<file path="config.mk">
export PLATFORM = sky130hd
export DESIGN_NAME = led_color_list_parser_top
export DESIGN_NICKNAME = d
export VERILOG_FILES = /design/src/sv/lcp_pkg.sv /design/src/sv/lcp_front.sv /design/src/sv/lcp_queue.sv /design/src/sv/lcp_back.sv /design/src/sv/led_color_list_parser_top.sv
export SDC_FILE = /design/constraint.sdc
export NUM_CORES = 1
export LEC_CHECK = 0
export BUFFER_PORTS_ARGS = -buffer_cell sky130_fd_sc_hd__buf_4
export CAP_MARGIN = 20
export CORE_AREA = 5 5 109 111
export CTS_BUF_LIST = sky130_fd_sc_hd__clkbuf_8
export CTS_CLUSTER_DIAMETER = 80
export DETAILED_ROUTE_END_ITERATION = 12
export DIE_AREA = 0 0 114 116
export HOLD_SLACK_MARGIN = 0.05
export PLACE_DENSITY = 0.69
export SYNTH_ARGS = -nofsm -noshare
export SYNTH_HDL_FRONTEND = slang
export SYNTH_SLANG_ARGS = --single-unit
</file>
<file path="constraint.sdc">
create_clock -name clk_i -period 4.7 [get_ports clk_i]
set_clock_uncertainty 0.1 [all_clocks]
set_input_delay 0.705 -clock clk_i [delete_from_list [all_inputs] [get_ports clk_i]]
set_output_delay 0.705 -clock clk_i [all_outputs]
set_load 0.005 [all_outputs]
</file>
<file path="src/sv/lcp_pkg.sv">
// Shared types and constants for the color list line parser.
// No dependencies; every other file imports this package.
package lcp_pkg;

  localparam int unsigned MAX_PIXELS_DEF = 32;
  localparam int unsigned NUM_COMPONENTS = 3;
  localparam int unsigned QUEUE_DEPTH    = 2;
  localparam int unsigned DECIMAL_BASE   = 10;

  localparam logic [7:0] CHAR_SLASH = 8'h2F;
  localparam logic [7:0] CHAR_COMMA = 8'h2C;
  localparam logic [7:0] CHAR_ZERO  = 8'h30;
  localparam logic [7:0] CHAR_NINE  = 8'h39;
  localparam logic [7:0] LEVEL_MAX  = 8'hFF;

  typedef enum logic [1:0] {
    TOK_SLASH,
    TOK_COMMA,
    TOK_DIGIT,
    TOK_OTHER
  } tok_kind_e;

  typedef struct packed {
    logic [7:0] char_code;
    logic       end_of_line;
  } in_item_t;

  typedef struct packed {
    logic [4:0] pixel_index;
    logic [7:0] red_level;
    logic [7:0] green_level;
    logic [7:0] blue_level;
    logic       pixel_valid;
    logic [5:0] pixel_count;
    logic       last;
  } out_item_t;

  typedef struct packed {
    tok_kind_e  kind;
    logic [3:0] digit;
    logic       eol;
  } token_t;

endpackage

</file>
<file path="src/sv/lcp_front.sv">
// Front end: classifies one input character into a parser token.
// Depends on lcp_pkg.
module lcp_front import lcp_pkg::*; (
  input  in_item_t item_i,
  output token_t   token_o
);

  always_comb begin
    token_o.eol   = item_i.end_of_line;
    token_o.digit = item_i.char_code[3:0];
    priority if (item_i.char_code == CHAR_SLASH) begin
      token_o.kind = TOK_SLASH;
    end else if (item_i.char_code == CHAR_COMMA) begin
      token_o.kind = TOK_COMMA;
    end else if (item_i.char_code >= CHAR_ZERO && item_i.char_code <= CHAR_NINE) begin
      token_o.kind = TOK_DIGIT;
    end else begin
      token_o.kind = TOK_OTHER;
    end
  end

endmodule

</file>
<file path="src/sv/lcp_queue.sv">
// Short token queue between the classifier and the parser back end.
// Depends on lcp_pkg.
module lcp_queue import lcp_pkg::*; (
  input  logic   clk_i,
  input  logic   rst_ni,
  input  logic   push_i,
  input  token_t push_data_i,
  input  logic   pop_i,
  output logic   full_o,
  output logic   not_empty_o,
  output token_t pop_data_o
);

  localparam int unsigned PtrW = (QUEUE_DEPTH > 1) ? $clog2(QUEUE_DEPTH) : 1;
  localparam int unsigned CntW = $clog2(QUEUE_DEPTH + 1);

  token_t            mem_q [QUEUE_DEPTH];
  logic [PtrW-1:0]   wr_ptr_q, wr_ptr_d;
  logic [PtrW-1:0]   rd_ptr_q, rd_ptr_d;
  logic [CntW-1:0]   count_q, count_d;
  logic              do_push, do_pop;

  assign full_o      = (count_q == CntW'(QUEUE_DEPTH));
  assign not_empty_o = (count_q != '0);
  assign do_push     = push_i && !full_o;
  assign do_pop      = pop_i && not_empty_o;
  assign pop_data_o  = mem_q[rd_ptr_q];

  always_comb begin
    wr_ptr_d = wr_ptr_q;
    rd_ptr_d = rd_ptr_q;
    count_d  = count_q;
    if (do_push) begin
      wr_ptr_d = (wr_ptr_q == PtrW'(QUEUE_DEPTH - 1)) ? '0 : wr_ptr_q + 1'b1;
    end
    if (do_pop) begin
      rd_ptr_d = (rd_ptr_q == PtrW'(QUEUE_DEPTH - 1)) ? '0 : rd_ptr_q + 1'b1;
    end
    if (do_push && !do_pop) begin
      count_d = count_q + 1'b1;
    end else if (do_pop && !do_push) begin
      count_d = count_q - 1'b1;
    end
  end

  always_ff @(posedge clk_i or negedge rst_ni) begin
    if (!rst_ni) begin
      wr_ptr_q <= '0;
      rd_ptr_q <= '0;
      count_q  <= '0;
    end else begin
      wr_ptr_q <= wr_ptr_d;
      rd_ptr_q <= rd_ptr_d;
      count_q  <= count_d;
    end
  end

  always_ff @(posedge clk_i) begin
    if (do_push) begin
      mem_q[wr_ptr_q] <= push_data_i;
    end
  end

endmodule

</file>
<file path="src/sv/lcp_back.sv">
// Back end: parser state, digit fold and the registered result stage.
// Depends on lcp_pkg.
module lcp_back import lcp_pkg::*; #(
  parameter int unsigned MAX_PIXELS = MAX_PIXELS_DEF
) (
  input  logic      clk_i,
  input  logic      rst_ni,
  input  logic      tok_valid_i,
  input  token_t    tok_i,
  output logic      tok_pop_o,
  output logic      out_valid_o,
  input  logic      out_stall_i,
  output out_item_t out_data_o
);

  localparam int unsigned PosW = $clog2(MAX_PIXELS + 1);
  localparam int unsigned ExtW = (PosW + 1 > 6) ? PosW + 1 : 6;
  localparam int unsigned LastComp = NUM_COMPONENTS - 1;

  logic [7:0]      comp_q [NUM_COMPONENTS];
  logic [7:0]      comp_d [NUM_COMPONENTS];
  logic [7:0]      res_comp [NUM_COMPONENTS];
  logic [1:0]      idx_q, idx_d;
  logic [PosW-1:0] pos_q, pos_d;
  logic            in_num_q, in_num_d;
  logic            seen_q, seen_d;
  logic            stop_q, stop_d;
  logic            out_valid_q;
  out_item_t       out_q, res;

  logic            take, advance, slash_emit, seen_upd, pix_valid, emit;
  logic [7:0]      comp_sel;
  logic [11:0]     fold;
  logic [7:0]      fold_sat;
  logic [ExtW-1:0] pos_ext;

  assign advance   = !out_valid_q || !out_stall_i;
  assign take      = tok_valid_i && advance;
  assign tok_pop_o = take;

  // Digit fold: value * 10 + digit, clamp at full scale.
  always_comb begin
    comp_sel = comp_q[0];
    for (int i = 0; i < NUM_COMPONENTS; i++) begin
      if (idx_q == 2'(i)) comp_sel = comp_q[i];
    end
    fold     = in_num_q ? (12'(comp_sel) * 12'(DECIMAL_BASE) + 12'(tok_i.digit))
                        : 12'(tok_i.digit);
    fold_sat = (fold > 12'(LEVEL_MAX)) ? LEVEL_MAX : fold[7:0];
  end

  always_comb begin
    comp_d     = comp_q;
    idx_d      = idx_q;
    pos_d      = pos_q;
    in_num_d   = in_num_q;
    seen_d     = seen_q;
    stop_d     = stop_q;
    slash_emit = 1'b0;
    if (!stop_q) begin
      unique case (tok_i.kind)
        TOK_SLASH: begin
          slash_emit = 1'b1;
          pos_d      = pos_q + 1'b1;
          for (int i = 0; i < NUM_COMPONENTS; i++) comp_d[i] = '0;
          idx_d      = '0;
          in_num_d   = 1'b0;
          seen_d     = 1'b0;
          if (pos_d == PosW'(MAX_PIXELS)) stop_d = 1'b1;
        end
        TOK_COMMA: begin
          in_num_d = 1'b0;
          if (idx_q == 2'(LastComp)) begin
            stop_d = 1'b1;
          end else begin
            idx_d = idx_q + 1'b1;
          end
        end
        TOK_DIGIT: begin
          for (int i = 0; i < NUM_COMPONENTS; i++) begin
            if (idx_q == 2'(i)) comp_d[i] = fold_sat;
          end
          in_num_d = 1'b1;
          seen_d   = 1'b1;
        end
        default: begin
          in_num_d = 1'b0;
        end
      endcase
    end

    for (int i = 0; i < NUM_COMPONENTS; i++) begin
      res_comp[i] = slash_emit ? comp_q[i] : comp_d[i];
    end
    seen_upd  = seen_d;
    emit      = slash_emit || tok_i.eol;
    pix_valid = slash_emit || (seen_upd && (pos_q < PosW'(MAX_PIXELS)));
    pos_ext   = ExtW'(pos_q);

    res.last        = tok_i.eol;
    res.pixel_valid = pix_valid;
    res.pixel_index = pix_valid ? pos_ext[4:0] : '0;
    res.red_level   = pix_valid ? res_comp[1] : '0;
    res.green_level = pix_valid ? res_comp[0] : '0;
    res.blue_level  = pix_valid ? res_comp[2] : '0;
    res.pixel_count = pix_valid ? 6'(pos_ext + 1'b1) : pos_ext[5:0];

    // Line end returns the parser to its reset state.
    if (tok_i.eol) begin
      for (int i = 0; i < NUM_COMPONENTS; i++) comp_d[i] = '0;
      idx_d    = '0;
      pos_d    = '0;
      in_num_d = 1'b0;
      seen_d   = 1'b0;
      stop_d   = 1'b0;
    end
  end

  always_ff @(posedge clk_i or negedge rst_ni) begin
    if (!rst_ni) begin
      for (int i = 0; i < NUM_COMPONENTS; i++) comp_q[i] <= '0;
      idx_q       <= '0;
      pos_q       <= '0;
      in_num_q    <= 1'b0;
      seen_q      <= 1'b0;
      stop_q      <= 1'b0;
      out_valid_q <= 1'b0;
    end else begin
      if (take) begin
        comp_q      <= comp_d;
        idx_q       <= idx_d;
        pos_q       <= pos_d;
        in_num_q    <= in_num_d;
        seen_q      <= seen_d;
        stop_q      <= stop_d;
        out_valid_q <= emit;
      end else if (!out_stall_i) begin
        out_valid_q <= 1'b0;
      end
    end
  end

  always_ff @(posedge clk_i) begin
    if (take && emit) begin
      out_q <= res;
    end
  end

  assign out_valid_o = out_valid_q;
  assign out_data_o  = out_q;

endmodule

</file>
<file path="src/sv/led_color_list_parser_top.sv">
// Top level of the color list line parser: front classifier, token queue, back end.
// Depends on lcp_pkg, lcp_front, lcp_queue and lcp_back.
//
// Usage:
//   Feed a line such as "12,200,7/0,0,255" one character per input beat on
//   in_data_i, with end_of_line set on the final character. Each slash, unless
//   parsing has stopped, yields one pixel beat; the end of the line yields one
//   beat with last set, carrying the final pixel (if digits were pending) and
//   the count. Red comes from the second number of a group, green from the first.
// Channels:
//   Input  in_valid_i / in_stall_o / in_data_i   (beat when valid && !stall)
//   Output out_valid_o / out_stall_i / out_data_o
// Path: an accepted character's token is held in the token queue; the result
//   it yields is captured in the result register.
// Throughput: one character per cycle while the receiver does not stall; the
//   digit fold (multiply by ten, add, clamp) in the back end is combinational.
// Stall: when the receiver stalls, the result register holds its beat and the
//   back end halts; the queue absorbs up to two more characters, then
//   in_stall_o rises until the receiver drains.
// Reset: clears all parser state and empties the queue; the first line
//   starts at pixel 0.
module led_color_list_parser_top import lcp_pkg::*; #(
  parameter int unsigned MAX_PIXELS = MAX_PIXELS_DEF
) (
  input  logic      clk_i,
  input  logic      rst_ni,
  input  logic      in_valid_i,
  output logic      in_stall_o,
  input  in_item_t  in_data_i,
  output logic      out_valid_o,
  input  logic      out_stall_i,
  output out_item_t out_data_o
);

  token_t front_tok, queue_tok;
  logic   queue_full, queue_not_empty, back_pop;

  // Classify the incoming character.
  lcp_front u_front (
    .item_i  (in_data_i),
    .token_o (front_tok)
  );

  // Hold classified tokens so front and back stall independently.
  lcp_queue u_queue (
    .clk_i       (clk_i),
    .rst_ni      (rst_ni),
    .push_i      (in_valid_i),
    .push_data_i (front_tok),
    .pop_i       (back_pop),
    .full_o      (queue_full),
    .not_empty_o (queue_not_empty),
    .pop_data_o  (queue_tok)
  );

  assign in_stall_o = queue_full;

  // Advance the parser and register the result beat.
  lcp_back #(
    .MAX_PIXELS (MAX_PIXELS)
  ) u_back (
    .clk_i       (clk_i),
    .rst_ni      (rst_ni),
    .tok_valid_i (queue_not_empty),
    .tok_i       (queue_tok),
    .tok_pop_o   (back_pop),
    .out_valid_o (out_valid_o),
    .out_stall_i (out_stall_i),
    .out_data_o  (out_data_o)
  );

  // A beat without a pixel only closes a line.
  assert property (@(posedge clk_i) disable iff (!rst_ni)
    (out_valid_o && !out_data_o.pixel_valid) |-> out_data_o.last)
    else $error("pixel-less result beat without last");

  // A beat without a pixel carries zero index and levels.
  assert property (@(posedge clk_i) disable iff (!rst_ni)
    (out_valid_o && !out_data_o.pixel_valid) |->
      (out_data_o.pixel_index == '0 && out_data_o.red_level == '0 &&
       out_data_o.green_level == '0 && out_data_o.blue_level == '0))
    else $error("pixel-less result beat carries pixel data");

  // A pixel beat counts its own position.
  assert property (@(posedge clk_i) disable iff (!rst_ni)
    (out_valid_o && out_data_o.pixel_valid) |->
      (out_data_o.pixel_count[4:0] == 5'(out_data_o.pixel_index + 1'b1)))
    else $error("pixel count does not match pixel index");

  // The back end never pops an empty queue.
  assert property (@(posedge clk_i) disable iff (!rst_ni)
    back_pop |-> queue_not_empty)
    else $error("token popped from empty queue");

endmodule
</file>
# After elaboration in Yosys (flattened, before gate mapping)
# Memory sizes are Yosys's and may differ from the RTL's.
# Index checks and enable logic that the tools add are counted.
# op_classes
n_addsub,8
n_mul,1
n_lt_le_gt_ge,4
eq_ne,11
n_mux,45
n_reduce_logical,25
# op_table
operator,n
8-bit two-way mux,9
24-bit two-way mux,2
24-bit case mux with 2 select lines,1
6-bit two-way mux,4
1-bit two-way mux,18
"8-bit by 6-bit == test with 1-bit output, second input constant",2
2-bit two-way mux,7
12-bit by 4-bit adder with 12-bit output,1
"6-bit by 1-bit adder with 6-bit output, second input constant",2
"12-bit by 8-bit > comparator with 1-bit output, second input constant",1
12-bit two-way mux,1
"8-bit by 3-bit multiplier with 11-bit output, second input constant",1
"8-bit by 6-bit greater-or-equal comparator with 1-bit output, second input constant",1
"8-bit by 6-bit <= comparator with 1-bit output, second input constant",1
1-bit logical AND,8
"2-bit == test, second input constant",3
"6-bit == test, second input constant",1
"6-bit less-than comparator, second input constant",1
2-bit nonzero test,3
1-bit logical NOT,5
"2-bit by 1-bit adder with 2-bit output, second input constant",2
"2-bit by 1-bit == test with 1-bit output, second input constant",2
2-bit logical NOT,2
"2-bit by 1-bit inequality test with 1-bit output, second input constant",2
10 further kinds,14
# totals
regBits,77
ramBits,14
input_bits,13
out_inout_bits,39
word_cells,114
n_memories,1
# mem_list
name,words,word_bits,rd,rd_clocked_by_memory_dff,write_ports,line_no,text
u_queue.mem_q,2,7,1,0,1,lcp_queue.sv:17,token_t mem_q [QUEUE_DEPTH];

# Depth between registers and ports, before layout
# logic_depth
ltp_word,12
depth_mapped,17
mapped_depth_nobuf,15

# Cells and area by module
# From an unflattened synthesis, not the netlist that was laid out.
# hier_totals
hier_cells,495
area_unflattened_um2,5033.6
# modules_own_cells
module,n_inst,cells_each,area_each_um2,seq_area_each_um2
lcp_back,1,442,4235.3,2011.9
lcp_queue,1,41,711.9,520.5
lcp_front,1,12,86.3,0.0

# Least setup slack after synthesis
# No wires, ideal clock.
# synth_path
path_type,register to register
from,reg u_back.idx_q[0]
to,"reg u_back.out_q, in the netlist u_back.out_data_o[10] (data pin)"
setup_ns,0.255
arrival_time_ns,4.242
required_time_ns,4.345
path_slack_ns,0.103
stages_incl_launch_ff,17
n_path_buf,3
synth_period_minus_slack_ns,4.597
path_cell_list,dfrtp_1 inv_1 ha_1 clkbuf_1 clkbuf_1 clkbuf_1 o21ai_0 ha_1 ha_1 fa_1 nand3_1 a21oi_1 and2_1 a221o_1 or4_4 a211o_1 a31o_1
# synth_via
elab_chain_cells,12
elab_cells_between_ends,13
cone_classes,add/sub (1); mul (1); order compare (1); eq/ne (2); mux (8)
# synth_rtl
item,line_no,text
"start, declared",lcp_back.sv:23,"logic [1:0] idx_q, idx_d;"
"start signal, assigned",lcp_back.sv:131,idx_q <= idx_d;
2-bit by 1-bit == test with 1-bit output,lcp_back.sv:45,if (idx_q == 2'(i)) comp_sel = comp_q[i];
8-bit two-way mux (2 in a row),lcp_back.sv:45,
8-bit by 3-bit multiplier with 11-bit output,lcp_back.sv:47,fold = in_num_q ? (12'(comp_sel) * 12'(DECIMAL_BASE) + 12'(tok_i.digit))
12-bit by 4-bit adder with 12-bit output,lcp_back.sv:47,
12-bit two-way mux,lcp_back.sv:47,
12-bit by 8-bit > comparator with 1-bit output,lcp_back.sv:49,fold_sat = (fold > 12'(LEVEL_MAX)) ? LEVEL_MAX : fold[7:0];
8-bit two-way mux,lcp_back.sv:49,
8-bit two-way mux (*),lcp_back.sv:81,if (idx_q == 2'(i)) comp_d[i] = fold_sat;
24-bit case mux with 2 select lines (*),lcp_back.sv:61,unique case (tok_i.kind)
24-bit two-way mux (*),lcp_back.sv:60,if (!stop_q) begin
8-bit two-way mux (*),lcp_back.sv:93,res_comp[i] = slash_emit ? comp_q[i] : comp_d[i];
"end signal, assigned",lcp_back.sv:145,out_q <= res;
"end, declared",lcp_back.sv:29,"out_item_t out_q, res;"
# Every way passes the cells marked *; elsewhere a longest branch is shown, timed or not.
# A chain may end at the register's enable or synchronous reset.

# Worst setup path in the final report
# layout_path
from,reg u_back.idx_q[1]
to,"reg u_back.out_q, in the netlist u_back.out_data_o[9] (data pin)"
# Same word-level chain as after synthesis.

==> results.py <==
metrics = {
    "sta": {
        "hold_violations": 0,
        "worst_pin_slew_ns": 0.6287,
        "grt_setup_unrepaired": "no",
        "fin_crit_sh_pct": 95.91,
        "fin_crit_ns": 4.508,
        "finalSetupViolCount": 0,
        "max_freq_mhz": 221.8,
        "fin_ws_ns": 0.1923,
        "slew_headroom_pct": 56.89,
        "slew_violations": 0,
        "finalSetupTns_ns": 0,
    },
    "synthesis": {
        "synthSimpleGateAreaFrac_pct": 12.83,
        "syn_avg_cell_area_um2": 11.31,
        "synth_top_family_by_area": "compound AO/OA/AOI/OAI gates",
        "synth_area_leaders": "edfxtp_1 (32%), dfrtp_1 (21%), a32o_1 (6.5%)",
        "syn_nets": 454,
        "synth_top_cell_area_share_pct": 32.18,
        "synth_warnings": 0,
        "synth-async-reset-ratio_pct": 43.96,
        "syn_inst": 421,
        "ys_ff_latch": 91,
        "synth_top_area_cell": "edfxtp_1",
        "synth_ff_type": "edfxtp_1",
        "synth_edf_count": 51,
        "synth_cell_type_count": 49,
        "synth_mux_area_share_pct": 4.784,
        "synth_compound_area_share_pct": 17.09,
        "synth_seq_area_share_pct": 53.21,
        "synth-xor-area-share_pct": 4.232,
        "yosys.area_share.adder_pct": 5.573,
        "synth_area_mm2": 0.004760,
    },
    "grt": {
        "track_usage_pct": 16.99,
        "antenna_found_initial": 0,
        "grt_max_degree": 41,
        "grt_first_pass_wirelength_mm": 17.90,
        "grt_overflow": 0,
        "grt_pass1_vias": 3528,
    },
    "die": {
        "initial_core_util_pct": 44.49,
        "core_mm2": 0.01070,
        "die_x_um": 114,
        "die_height_um": 116,
        "die_area_mm2": 0.01322,
        "pin_count": 52,
        "placementRows": 38,
    },
    "critical_path": {
        "worst_path_most_repeated_cell": "a21oi_1",
        "start_kind": "flip-flop",
        "r2r_slack_ns": 0.19,
        "critical_path.reg2reg.startpoint": "u_back.idx_q[1]",
        "required_ns": 4.71,
        "arrival_ns": 4.52,
        "max_stage_delay_ns": 0.62,
        "path_cells": "inv_2 > ha_4 > mux2i_1 > nor2_1 > a21oi_1 > xor2_1 > ha_1 > fa_1 > nand3_1 > a21oi_1 > and2_1 > a221o_1 > or4_4 > a211o_4 > a31o_1",
        "reg2reg_depth": 15,
        "crit_type": "flip-flop to flip-flop",
        "critical_path.slowest_cell": "or4_4",
        "critPathCaptureType": "flip-flop",
        "path_max_fanout": 6,
        "r2r_end": "u_back.out_data_o[9]",
    },
    "placed_design": {
        "gp_congestion": 0.9006,
        "io_buffers": 51,
        "place_ws_ns": 0.004647,
        "dpl.hpwl_mm": 7.767,
    },
    "route": {
        "drt_pass1_iterations": 5,
        "drt-wirelength-per-cell_um": 17.15,
        "wl_mm": 10.63,
        "drc": 0,
        "ant_nets": 0,
        "vias_per_cell": 5.731,
        "vias": 3553,
        "dr.first_iter.drc_count": 216,
    },
    "clock_tree": {
        "cts_buffer_depth": 2,
        "insertion_delay_ns": 0.36,
        "clkTransAtPathRegs_ns": 0.08,
        "cts_inserted_buffers": 9,
        "ctsHoldBuffers": 0,
        "root_buffer": "clkbuf_8",
        "cts_tree": "yes",
        "htree_levels": 3,
        "clock-sinks": 91,
    },
    "power_and_ir_drop": {
        "power_density_mw_per_mm2": 567.8,
        "p_leak_uw": 0.002329,
        "peakVddDrop_mv": 0.1905,
    },
    "layout": {
        "areaGrowthSynthToFinish_pct": 18.14,
        "nFillCells": 987,
        "antenna_cells": 0,
        "layout.nets": 508,
        "drive_above_1_share_pct": 19.79,
    },
    "min_path": {
        "min_path_type": "primary input to async pin",
    },
    "outcome": {
        "status": "complete, no violations",
    },
    "job": {
        "maxCapViolCount": 0,
    },
}
## layout make-up
cell class                      instances  area, um2  share of cell area, %
Clock inverter                          7      110.1                  1.958
Timing Repair Buffer                   57      427.9                  7.610
Clock buffer                            9      123.9                  2.203
Inverter                               13      48.80                 0.8678
Multi-Input combinational cell        303       2205                  39.21
Tap cell                              140      175.2                  3.115
Sequential cell                        91       2532                  45.04
## state kept, by name, summed over array words and instances (netlist names)
name,cells
u_back.comp_q,24
u_back.idx_q,2
u_back.in_num_q,1
u_back.out_data_o,37
u_back.out_valid_o,1
u_back.pos_q,6
u_back.seen_q,1
u_back.stop_q,1
u_queue.count_q,2
u_queue.mem_q,14
u_queue.rd_ptr_q,1
u_queue.wr_ptr_q,1
## worst max path at each step
stage / start / end / slack, ns / cells past startpoint
after floorplan: u_back.idx_q[0] / u_back.out_data_o[10] / 0.10 / 16
after global placement: u_back.idx_q[0] / u_back.out_data_o[11] / 0.10 / 13
after detailed placement: u_back.idx_q[1] / u_back.out_data_o[14] / 0.005 / 15
after CTS: u_back.idx_q[1] / u_back.out_data_o[11] / 0.01 / 15
after global routing: u_back.idx_q[1] / u_back.out_data_o[8] / 0.002 / 15
final: u_back.idx_q[1] / u_back.out_data_o[9] / 0.19 / 15
## critical path, delay by kind of cell, from the launching register on
family,cells,cell delay (ns)
muxes,1,0.25
AOI/OAI and AO/OA,5,1.38
xor gates and xnor gates,1,0.12
buffers and inverters,1,0.13
and+or+nand+nor,4,1.00
DFF,1,0.44
adders and majority gates,3,0.84
## per-stage QoR
stage / std cells / hold WS (ns) / power [uW] / cell area, um2 / util [%]
global route: 620 / 0.2416 / 3398 / 5623 / 52.56
detailed placement: 603 / 0.3665 / 2542 / 5299 / 49.53
finish: 620 / 0.2245 / 3193 / 5623 / 52.56
floorplan: 421 / 0.3094 / 2030 / 4760 / -
global placement: 603 / 0.3682 / 2505 / 5299 / 49.53
CTS: 619 / 0.2232 / 3156 / 5533 / 51.72
## Yosys cell counts (all sizes together), types with 6 or more instances
| library cell | number |
|---|---|
| a21oi | 9 |
| a31o | 6 |
| a32o | 31 |
| and2 | 6 |
| and3 | 12 |
| clkbuf | 12 |
| dfrtp | 40 |
| edfxtp | 51 |
| ha | 18 |
| inv | 12 |
| mux2 | 9 |
| mux2i | 11 |
| nand2 | 45 |
| nand3 | 14 |
| nor2 | 34 |
| o21ai | 33 |
| o31ai | 7 |
| xnor2 | 13 |
| xor2 | 10 |
## cell usage in the layout (no fill, tap or decap), drive strengths merged, types with 3 or more instances in the layout
cell,Yosys,layout
a32o,31,31
nand3,14,14
and3,12,12
ha,18,18
o31ai,7,7
o21ai,33,33
mux2,9,9
mux2i,11,11
nand2b,4,4
nor2,34,34
and2,6,6
nor4,3,3
a21o,4,4
xnor2,13,13
inv,12,15
clkbuf,12,9
dfrtp,40,40
bufinv,0,3
a31oi,3,3
a211o,3,3
nand4,3,3
buf,2,57
a21oi,9,9
a211oi,4,4
xor2,10,10
a31o,6,6
nand2,45,45
edfxtp,51,51
## where the power goes
| group | total [uW] | leakage, uW | switching, uW | internal (uW) |
|---|---|---|---|---|
| sequential | 1270 | 0.00103 | 136 | 1130 |
| clock | 616 | 0.000127 | 268 | 349 |
| combinational | 1310 | 0.00117 | 807 | 502 |
| total | 3190 | 0.00233 | 1210 | 1980 |
## cells by family (layout without fill, tap and decap cells)
kind of cell,after synthesis,after routing
xor+xnor,23,23
simple gates,131,131
mux,20,20
compound gates,109,109
flops,91,91
fa+ha+maj,20,20
buf+inv,27,86
## repair_timing
item / 4_1_cts / 5_1_grt
endpoints found under the setup margin: 1 / 48
gates resized for setup: 1 / 17
buffers inserted: 0 / 1
pin swaps: 0 / 1
## per-layer routing
layer / GRT usage [%] / routed length (um)
met5: 0 / 0
met4: 5.542 / 143
met3: 3.238 / 579
met2: 27.13 / 5046
met1: 23.48 / 4864
Power figures use the tool's default switching activity.
